$ cat src/rtl/fmpf_pkg.sv
// Shared types, codes and helpers for the first-match packet filter.
// Depends on nothing; every other file of the filter but fmpf_ram imports it.
package fmpf_pkg;

   localparam int ADDR_W   = 32;
   localparam int TAG_W    = 16;
   localparam int PORT_W   = 16;
   localparam int PREFIX_W = 6;
   localparam int ACTION_W = 2;
   localparam int MODE_W   = 2;
   localparam int INDEX_W  = 6;
   localparam int ACTIVE_W = 7;
   localparam int CSR_AW   = 3;
   localparam int CSR_DW   = 32;

   localparam logic [MODE_W-1:0] MODE_LOAD     = 2'd0;
   localparam logic [MODE_W-1:0] MODE_APPEND   = 2'd1;
   localparam logic [MODE_W-1:0] MODE_CLASSIFY = 2'd2;

   localparam logic [ACTION_W-1:0] VERDICT_ACCEPT = 2'd0;
   localparam logic [ACTION_W-1:0] VERDICT_REJECT = 2'd1;
   localparam logic [ACTION_W-1:0] VERDICT_DROP   = 2'd2;

   localparam logic [PREFIX_W-1:0] PREFIX_MAX = 6'd32;

   localparam logic CSR_ACTIVE_RULES = 1'b0;

   typedef struct packed {
      logic                dir;
      logic [ACTION_W-1:0] action;
      logic [ADDR_W-1:0]   network;
      logic [PREFIX_W-1:0] prefix;
      logic                any_address;
      logic                any_port;
      logic                needs_est;
      logic [TAG_W-1:0]    tag;
   } rule_hdr_type;

   localparam int HDR_W = $bits(rule_hdr_type);

   typedef struct packed {
      logic hdr_hit;
      logic any_port;
      logic port_hit;
   } match_type;

   function automatic logic [ADDR_W-1:0] prefix_mask(input logic [PREFIX_W-1:0] plen);
      logic [ADDR_W-1:0] ones;
      ones = {ADDR_W{1'b1}};
      if (plen >= PREFIX_MAX) begin
         return ones;
      end
      return ~(ones >> plen);
   endfunction

endpackage

$ cat src/rtl/fmpf_match.sv
// Shared compare unit: checks one rule header and one stored port against a packet.
// Depends on fmpf_pkg.
module fmpf_match (
   input  fmpf_pkg::rule_hdr_type            hdr,
   input  logic                              pkt_dir,
   input  logic [fmpf_pkg::ADDR_W-1:0]       pkt_address,
   input  logic                              pkt_established,
   input  logic [fmpf_pkg::PORT_W-1:0]       pkt_port,
   input  logic [fmpf_pkg::PORT_W-1:0]       stored_port,
   output fmpf_pkg::match_type               result
);
   import fmpf_pkg::*;

   logic [ADDR_W-1:0] mask;
   logic              addr_ok;
   logic              est_ok;

   always_comb begin
      mask            = prefix_mask(hdr.prefix);
      addr_ok         = hdr.any_address || ((pkt_address & mask) == (hdr.network & mask));
      est_ok          = !hdr.needs_est || pkt_established;
      result.hdr_hit  = (hdr.dir == pkt_dir) && addr_ok && est_ok;
      result.any_port = hdr.any_port;
      result.port_hit = (stored_port == pkt_port);
   end

endmodule

$ cat config.mk
export PLATFORM = sky130hd
export DESIGN_NAME = fmpf_match
export DESIGN_NICKNAME = d
export VERILOG_FILES = /design/src/rtl/fmpf_pkg.sv /design/src/rtl/fmpf_match.sv
export SDC_FILE = /design/constraint.sdc
export NUM_CORES = 1
export LEC_CHECK = 0
export BUFFER_PORTS_ARGS = -buffer_cell sky130_fd_sc_hd__buf_4
export CORE_ASPECT_RATIO = 1.25
export CORE_MARGIN = 2
export CORE_UTILIZATION = 25
export DETAILED_ROUTE_END_ITERATION = 6
export GPL_TIMING_DRIVEN = 0
export PLACE_DENSITY_LB_ADDON = 0.1
export SLEW_MARGIN = 20
export SYNTH_ARGS = -nofsm -noshare
export SYNTH_HDL_FRONTEND = slang
export SYNTH_SLANG_ARGS = --single-unit
$ cat constraint.sdc
create_clock -name vclk -period 1.5
set_clock_uncertainty 0.1 [all_clocks]
set_input_delay 0.075 -clock vclk [all_inputs]
set_output_delay 0.075 -clock vclk [all_outputs]
set_load 0.005 [all_outputs]
==> summary.md <==
| Metric | Value |
|---|---|
| Critical path peak fanout | 10 |
| Worst Hold Class | in2out |
| Synth cell types | 37 |
| Crit path arrival time | around 1800 ps |
| Post-synth top area cell | xor2_1 |
| Max_cap viols | 0 |
| # clk buffers | 0 |
| Initial antenna violation count | 0 |
| Register area share after synthesis | 0% |
| Setup bufs post-CTS | 0 |
| Setup Crit Path Kind | in2out |
| Nets | approximately 360 |
| Post-layout util | 52.2% |
| Setup WS pre-CTS | -557 ps |
| CP Launch Type | input pin |
| Num rows | 24 |
| Fin crit period | approximately 1900 ps |
| Via count | between 1000 and 1500 |
| Top cell type's share of synthesized area | a little under a quarter |
| Worst slew pin tran | around 400 ps |
| RSZ-0062 raised after global routing | yes |
| P_leak | between 0.8 and 0.9 nW |
| Power per standard cell area | between 200 and 300 nW/um^2 |
| Syn nets | roughly 250 |
| Critical path's slowest cell | or3_4 |
| Fillers | 386 |
| Initial Util | 26.3% |
| CP peak stage delay | 390 ps |
| Final Cycle Share | 130% |
| Mapped Avg Cell Area | 7.33 sq um |
| Port buffer count | approximately 110 |
| Routed length per instance | around 12 um |
| Detailed-route DRC error count | 0 |
| # diodes | 0 |
| Worst path cell trace | buf_4 > buf_6 > or3_4 > a31oi_1 > o22ai_1 > nor4_2 > a31oi_1 > a2111oi_2 > buf_4 |
| Mapped cell area | between 900 and 1000 sq um |
| Violated checks | setup timing |
| Routability Congestion | around 0.76 |
| FFs & Latches | 0 |
| Die ar. | between 4000 and 5000 sq um |
| Fin worst setup slack | -449 ps |
| Status | finished with violations |
| Area of the multi-input gates | around 900 sq um |
| DRT Pass-1 Iters | 4 |
| Placed Instance Area | between 1500 and 2000 sq um |
| Relative slew slack | between 70 and 80% |
| Die Y | between 70 and 80 um |
| Synth Instances | 126 |
| Sequential cell area | 0 sq um |
| # setup viols final | 1 |
| Die width | between 50 and 60 um |
| Count of warnings emitted by yosys | 0 |
| Top cells by count, synth | xor2_1 (25), xnor2_1 (24), a21oi_1 (10), nor2_1 (8), o21ai_0 (7) |
| Data required, critical path | approximately 1300 ps |
| DRT iter0 DRCs | 12 |
| Vias in the first global route | about 1300 |
| Largest cells by area after synthesis | xor2_1 (24%), xnor2_1 (23%), a21oi_1 (5.4%) |
| Area growth syn-to-layout | 98.5% |
| Hold Vio Cnt, Final | 0 |
| Core area | ~3500 sq um |
| VDD IR max | approximately 0.13 mV |
| First-pass GRT wire length | 5090 um |
| Largest net degree at the start of global routing | 11 |
| Fmax | approximately 500 MHz |
| Share of cells above drive strength 1 | roughly 55% |
| Vias/cell | 4.82 |
| Slew Limit Fails | 0 |
| Routed Antenna Nets | 0 |
| GRT Util Overall | between 10% and 20% |
| Post-route design area | approximately 1800 sq um |
| IO Count | ~130 |
| CP endpoint kind | output port |
| Congestion Overflow GR | 0 |
| Most common cell in the netlist | xor2_1 |
| Post-DP HPWL | 3000 um |
| Routed WL | approximately 3300 um |
critical path, delay by kind of cell:
family	cells	cell delay, ps
compound gates	4	610
buf+inv	3	410
simple gates	2	680
cell type report:
type / count / area share [%]
multi-input cells: 117 / 48.3
plain buffers: 8 / 3.55
well taps: 39 / 2.66
inverters: 1 / 0.205
repair buffers: 109 / 45.3
power breakdown:
part | total (mW) | internal [mW] | switching (mW)
logic | 0.506 | 0.318 | 0.188
registers | 0 | 0 | 0
clock network | 0 | 0 | 0
total | 0.506 | 0.318 | 0.188
final timing paths:
check | start | to | slack [ps] | cells past startpoint
worst max-delay path | hdr[24] | result[2] | -450 | 9
worst min-delay path | hdr[17] | result[1] | 220 | 2
routing by layer:
metal  GRT usage (%)  routed length (um)
met4           0.517                  12
met3            1.25                 224
met5               0                   0
met1            15.3                1190
met2            31.0                1920
logic make-up (layout without fill, tap and decap cells):
kind of cell / count (synthesis) / count (layout) / synth area share (%)
and+or+nand+nor: 27 / 27 / 17.1
buffers and inverters: 9 / 118 / 6.77
xor gates and xnor gates: 49 / 49 / 46.5
AOI/OAI and AO/OA: 41 / 41 / 29.7
through the flow:
stage	std cells	TNS (ps)	hold slack, ps	total power, mW
finish	274	-449	216	0.506
global route	274	-570	222	0.551
CTS	274	-462	217	0.508
detailed placement	274	-557	217	0.494
global placement	274	-562	216	0.491
floorplan	126	-132	93.6	0.216
repair_timing:
item / in CTS / in global routing
setup endpoints to repair: 1 / 1
gates resized for setup: 9 / 4
pin swaps: 4 / 0
hold buffers: 0 / 0
cell usage in the layout, fill, tap and decap left out, types with 2 or more instances in the layout:
cell type and instances:
a31oi_1 3, nor2_1 8, buf_6 4, xor2_1 25, xnor2_1 24, a21oi_1 9, nor4_2 2, a211o_1 2
buf_4 109, or2_2 3, o21ai_0 6, a2111oi_2 2, nand4_1 4, a211oi_1 3, nand2_1 2, a21o_1 2
o22ai_1 3, o21ai_1 3, or4_4 2
Note: power is estimated with default switching activity, not from simulation.
