--- src/rtl/fmpf_ram.sv ---
// Generic simple dual-port RAM with one write port and a registered read port.
// Depends on nothing.
module fmpf_ram #(
   parameter int WIDTH = 8,
   parameter int DEPTH = 16,
   parameter int AW    = (DEPTH > 1) ? $clog2(DEPTH) : 1
) (
   input  logic             clock,
   input  logic             wr_en,
   input  logic [AW-1:0]    wr_addr,
   input  logic [WIDTH-1:0] wr_data,
   input  logic [AW-1:0]    rd_addr,
   output logic [WIDTH-1:0] rd_data
);

   logic [WIDTH-1:0] mem_ff [DEPTH];
   logic [WIDTH-1:0] rd_data_ff;

   always_ff @(posedge clock) begin
      if (wr_en) begin
         mem_ff[wr_addr] <= wr_data;
      end
      rd_data_ff <= mem_ff[rd_addr];
   end

   assign rd_data = rd_data_ff;

endmodule

--- config.mk ---
export PLATFORM = sky130hd
export DESIGN_NAME = fmpf_ram
export DESIGN_NICKNAME = d
export VERILOG_FILES = /design/src/rtl/fmpf_ram.sv
export SDC_FILE = /design/constraint.sdc
export NUM_CORES = 1
export LEC_CHECK = 0
export ABC_CLOCK_PERIOD_IN_PS = 2100
export BUFFER_PORTS_ARGS = -buffer_cell sky130_fd_sc_hd__buf_2
export CELL_PAD_IN_SITES_DETAIL_PLACEMENT = 2
export CELL_PAD_IN_SITES_GLOBAL_PLACEMENT = 2
export CORE_MARGIN = 2
export CORE_UTILIZATION = 48
export CTS_CLUSTER_DIAMETER = 80
export DETAILED_ROUTE_END_ITERATION = 6
export PLACE_DENSITY = 0.83
export SLEW_MARGIN = 20
export SYNTH_ARGS = -nofsm -noshare
export SYNTH_HDL_FRONTEND = slang
export SYNTH_SLANG_ARGS = --single-unit
--- constraint.sdc ---
create_clock -name clock -period 2.1 [get_ports clock]
set_clock_uncertainty 0.2 [all_clocks]
set_input_delay 0.105 -clock clock [delete_from_list [all_inputs] [get_ports clock]]
set_output_delay 0.105 -clock clock [all_outputs]
set_load 0.01 [all_outputs]
==> results summary <==
The endpoint of the worst register-to-register path is rd_data[4]. The flip-flop and latch count after synthesis came out at about 140. The routed layout has 2702 vias.

The run finished with clean final reports. The H-tree generated during clock tree synthesis spans 4 levels. The met1 layer wirelength in the final routing is ~6100 um.

The largest driver fanout on the critical path came out at 8. The critical path is of the in -> reg type. The number of fillers in the final layout came out at 840. The cell count after synthesis is 229. The sequential cells in the finished layout cover a total of 4000 sq um. Traced cell by cell, the critical path runs through dlygate4sd3_1 > buf_2 > nor3_1 > dlygate4sd3_1 > buf_4.

The initial utilization of the core area, before any placement, comes to 49.6%. The die outline area came out at 11600 sq um. The total DRC errors in the routed layout came out at 0. The layout overhead on the synthesized area came out at 21.5%.

The number of antenna violations at the first check in global routing was 0. The slowest stage of the critical path is the sky130_fd_sc_hd__dlygate4sd3_1 cell. The post-synthesis simple-gate area fraction is around 3.2%.

The number of synthesized flops with an enable pin came out at between 100 and 150. The launch point of the worst reg-to-reg path is mem_ff[2][4]. The average wire length per cell after detail routing came out at approximately 32 um. The adder-cell share of the synthesized area came out at 0%.

The horizontal die dimension came out at 108 um. After synthesis, the largest family of logic cells by area is multiplexers. The setup-violating endpoint count in the final report came out at 0. The vertical die dimension is around 110 um. The largest vdd supply drop is between 0.0006 and 0.0007 V. The final non-filler cell total came out at 447. The max-capacitance violation count is 0. The number of primary I/O pins is 26. The library cell used most frequently in the layout, excluding fill and tap cells, is sky130_fd_sc_hd__edfxtp_1.

The post-layout net count is 316. The clock-pin slew of the registers on the worst-case setup and hold paths is 0.06 ns. The maximum clock rate came out at 0.551 GHz.

The count of cells along the worst register-to-register path came out at 3. Once layout is done, the placed cells without fillers occupy 6250 sq um. The buffer depth of the longest clock path is 2. The synthesized netlist devotes ~2.3% of its cell area to compound gates.

The post-synthesis xor/xnor area fraction came out at 0%. The leakage power summed over all cells is between 2 and 2.5 nW. The count of antenna-violating nets left after detailed routing is 0. The shortest clock period the worst path allows after layout came out at 1.82 ns.

The most numerous cell type found on the critical path is sky130_fd_sc_hd__dlygate4sd3_1. Wire segments on met3 add up to 836 um in the final route. Detailed routing placed a total of 7100 um of wire on met2. At the worst endpoint, the required time is 2.12 ns. Among all flip-flop cells after synthesis, the most frequent one is sky130_fd_sc_hd__edfxtp_1. The clock buffer count from CTS is 17. The number of distinct library cell variants in the gate-level netlist after synthesis is 19. In this run the worst setup path begins at wr_addr[1].

The number of hold violations in the final report was 0. The antenna cell count came out at 0. The average cell area after synthesis is ~22 sq um. The detailed router used layers up to and including met4.

The via density per instance is slightly above 6. The number of rows created at floorplan came out at 37. The number of pins exceeding their max-slew limit in the final report is 0. Including well taps, the total number of placed cells is roughly 400. The arrival time at the worst endpoint came out at 1.83 ns. The maximum cell stage delay along the critical path is ~0.58 ns. The post-route netlist has 31.2% of its cells at a drive strength greater than 1. The hold path startpoint is rd_addr[3]. The post-place instance area came out at 5550 sq um. The first routing iteration left between 200 and 300 violations. Of the synthesized area, sequential elements account for 77.8%.

The total overflow reported by the global router is 0. The transition at the pin with the smallest max-transition slack came out at ~0.49 ns. In the layout the commonest cells are sky130_fd_sc_hd__edfxtp_1, sky130_fd_sc_hd__buf_2, sky130_fd_sc_hd__buf_4. In this run the power density over the cells is 1010 nW/um^2. The worst hold-check path type is in -> reg. STA classifies the critical path startpoint as an input port. The number of gates resized after CTS was 0. The first-pass iteration count of the detailed router came out at 4. For hold timing, the worst endpoint is rd_data[6]. The number of cells on the worst hold path came out at 5. The area of the multi-input gates came out at 1060 sq um. The clock latency on the worst-skew pair came out at 0.53 ns.

The number of clock sinks came out at around 140. For the final routed database, the setup TNS stands at 0 ns. The count of hold buffers inserted by post-cts repair is 13. The floorplan step defined a core boundary enclosing 10400 sq um.

Measured against its own limit, the worst slew margin works out to 67.5%. The worst setup path is captured at a flip-flop. The share of flip-flops with an asynchronous set or reset came out at 0%. Summed over all layers, the routed wires come to 14200 um.

The placer's final routability congestion estimate is 0.711. The total routing resource utilization after global routing is 27.1%. The area of the mapped netlist came out at 5150 sq um. The post-route fraction of the period consumed by the critical path is 86.5%. Setup repair after global routing left no endpoint under its margin. The Yosys step of the flow raised 0 warnings. The total nets after synthesis came out at 247.

CTS placed an instance of sky130_fd_sc_hd__clkbuf_8 at the clock tree root. The first global-routing pass estimated approximately 21000 um of wire. Buffers placed on the I/O ports in this run total 25. The largest net degree at the start of global routing is 33.

The buffer count from post-CTS setup fixing came out at 0. The TritonCTS clock tree is built. After legalization and detailed placement, the total HPWL measured 7940 um. The worst-case register-to-register setup slack is 0.42 ns. The number of global-route vias before repair was 2936. The multiplexer share of the synthesized area is 15.0%.
-- layer usage --
layer | track usage, % | up-vias
met5 | 0 | -
met4 | 9.52 | 0
met3 | 5.27 | 11
met2 | 43.4 | 121
met1 | 37.4 | 1460
li1 | - | 1110
-- area by class of cell --
class / count / area share, %
multi-input cells: 83 / 16.9
repair buffers: 60 / 7.12
clock buffers: 17 / 6.62
flip-flops and latches: 136 / 64.0
clock inverters: 15 / 2.62
well taps: 136 / 2.72
-- cell families after synthesis --
kind of cell,count (synthesis)
AND/OR/NAND/NOR,35
flip-flops,136
AO/OA/AOI/OAI,16
multiplexers,32
buffers and inverters,10
-- flip-flops by register name, indices dropped and copies added (netlist names) --
signal,flops
mem_ff,128
rd_data,8
-- worst max-delay path by stage --
stage | end | slack, ns
global placement | rd_data[0] | 0.31
detailed placement | rd_data[0] | 0.18
finish | mem_ff[8][5] | 0.28
floorplan | mem_ff[0][0] | 0.30
global route | mem_ff[8][0] | 0.26
CTS | rd_data[4] | 0.35
-- power breakdown --
part / internal (mW) / switching (mW)
Sequential: 3.03 / 0.0271
Combinational: 0.141 / 0.192
Clock: 1.71 / 1.24
-- Yosys cell counts, types with 3 or more instances --
library cell	count	area share, %
sky130_fd_sc_hd__nand2_1	9	0.66
sky130_fd_sc_hd__mux4_2	18	7.9
sky130_fd_sc_hd__nor3_1	4	0.39
sky130_fd_sc_hd__clkdlybuf4s25_2	3	0.58
sky130_fd_sc_hd__edfxtp_1	128	75
sky130_fd_sc_hd__mux4_1	14	7.1
sky130_fd_sc_hd__dfxtp_1	8	3.1
sky130_fd_sc_hd__a22oi_1	16	2.3
sky130_fd_sc_hd__buf_6	3	0.66
sky130_fd_sc_hd__buf_2	3	0.29
sky130_fd_sc_hd__nor2_1	13	0.95
-- worst max-delay path: cells and delay by family --
family                 cells  cell delay (ns)
and+or+nand+nor            1             0.25
buffers and inverters      4             1.47
-- stage by stage --
step	setup slack (ns)	total power, mW	util (%)	hold WS [ns]
final	0.284	6.35	60.3	0.0264
after detailed placement	0.184	3.42	53.5	0.306
after CTS	0.354	6.40	60.3	0.000513
after global placement	0.315	3.39	53.5	0.291
after floorplan	0.302	3.27	-	0.00387
after global routing	0.258	6.52	60.3	0.0645
Note: power is estimated with default switching activity, not from simulation.
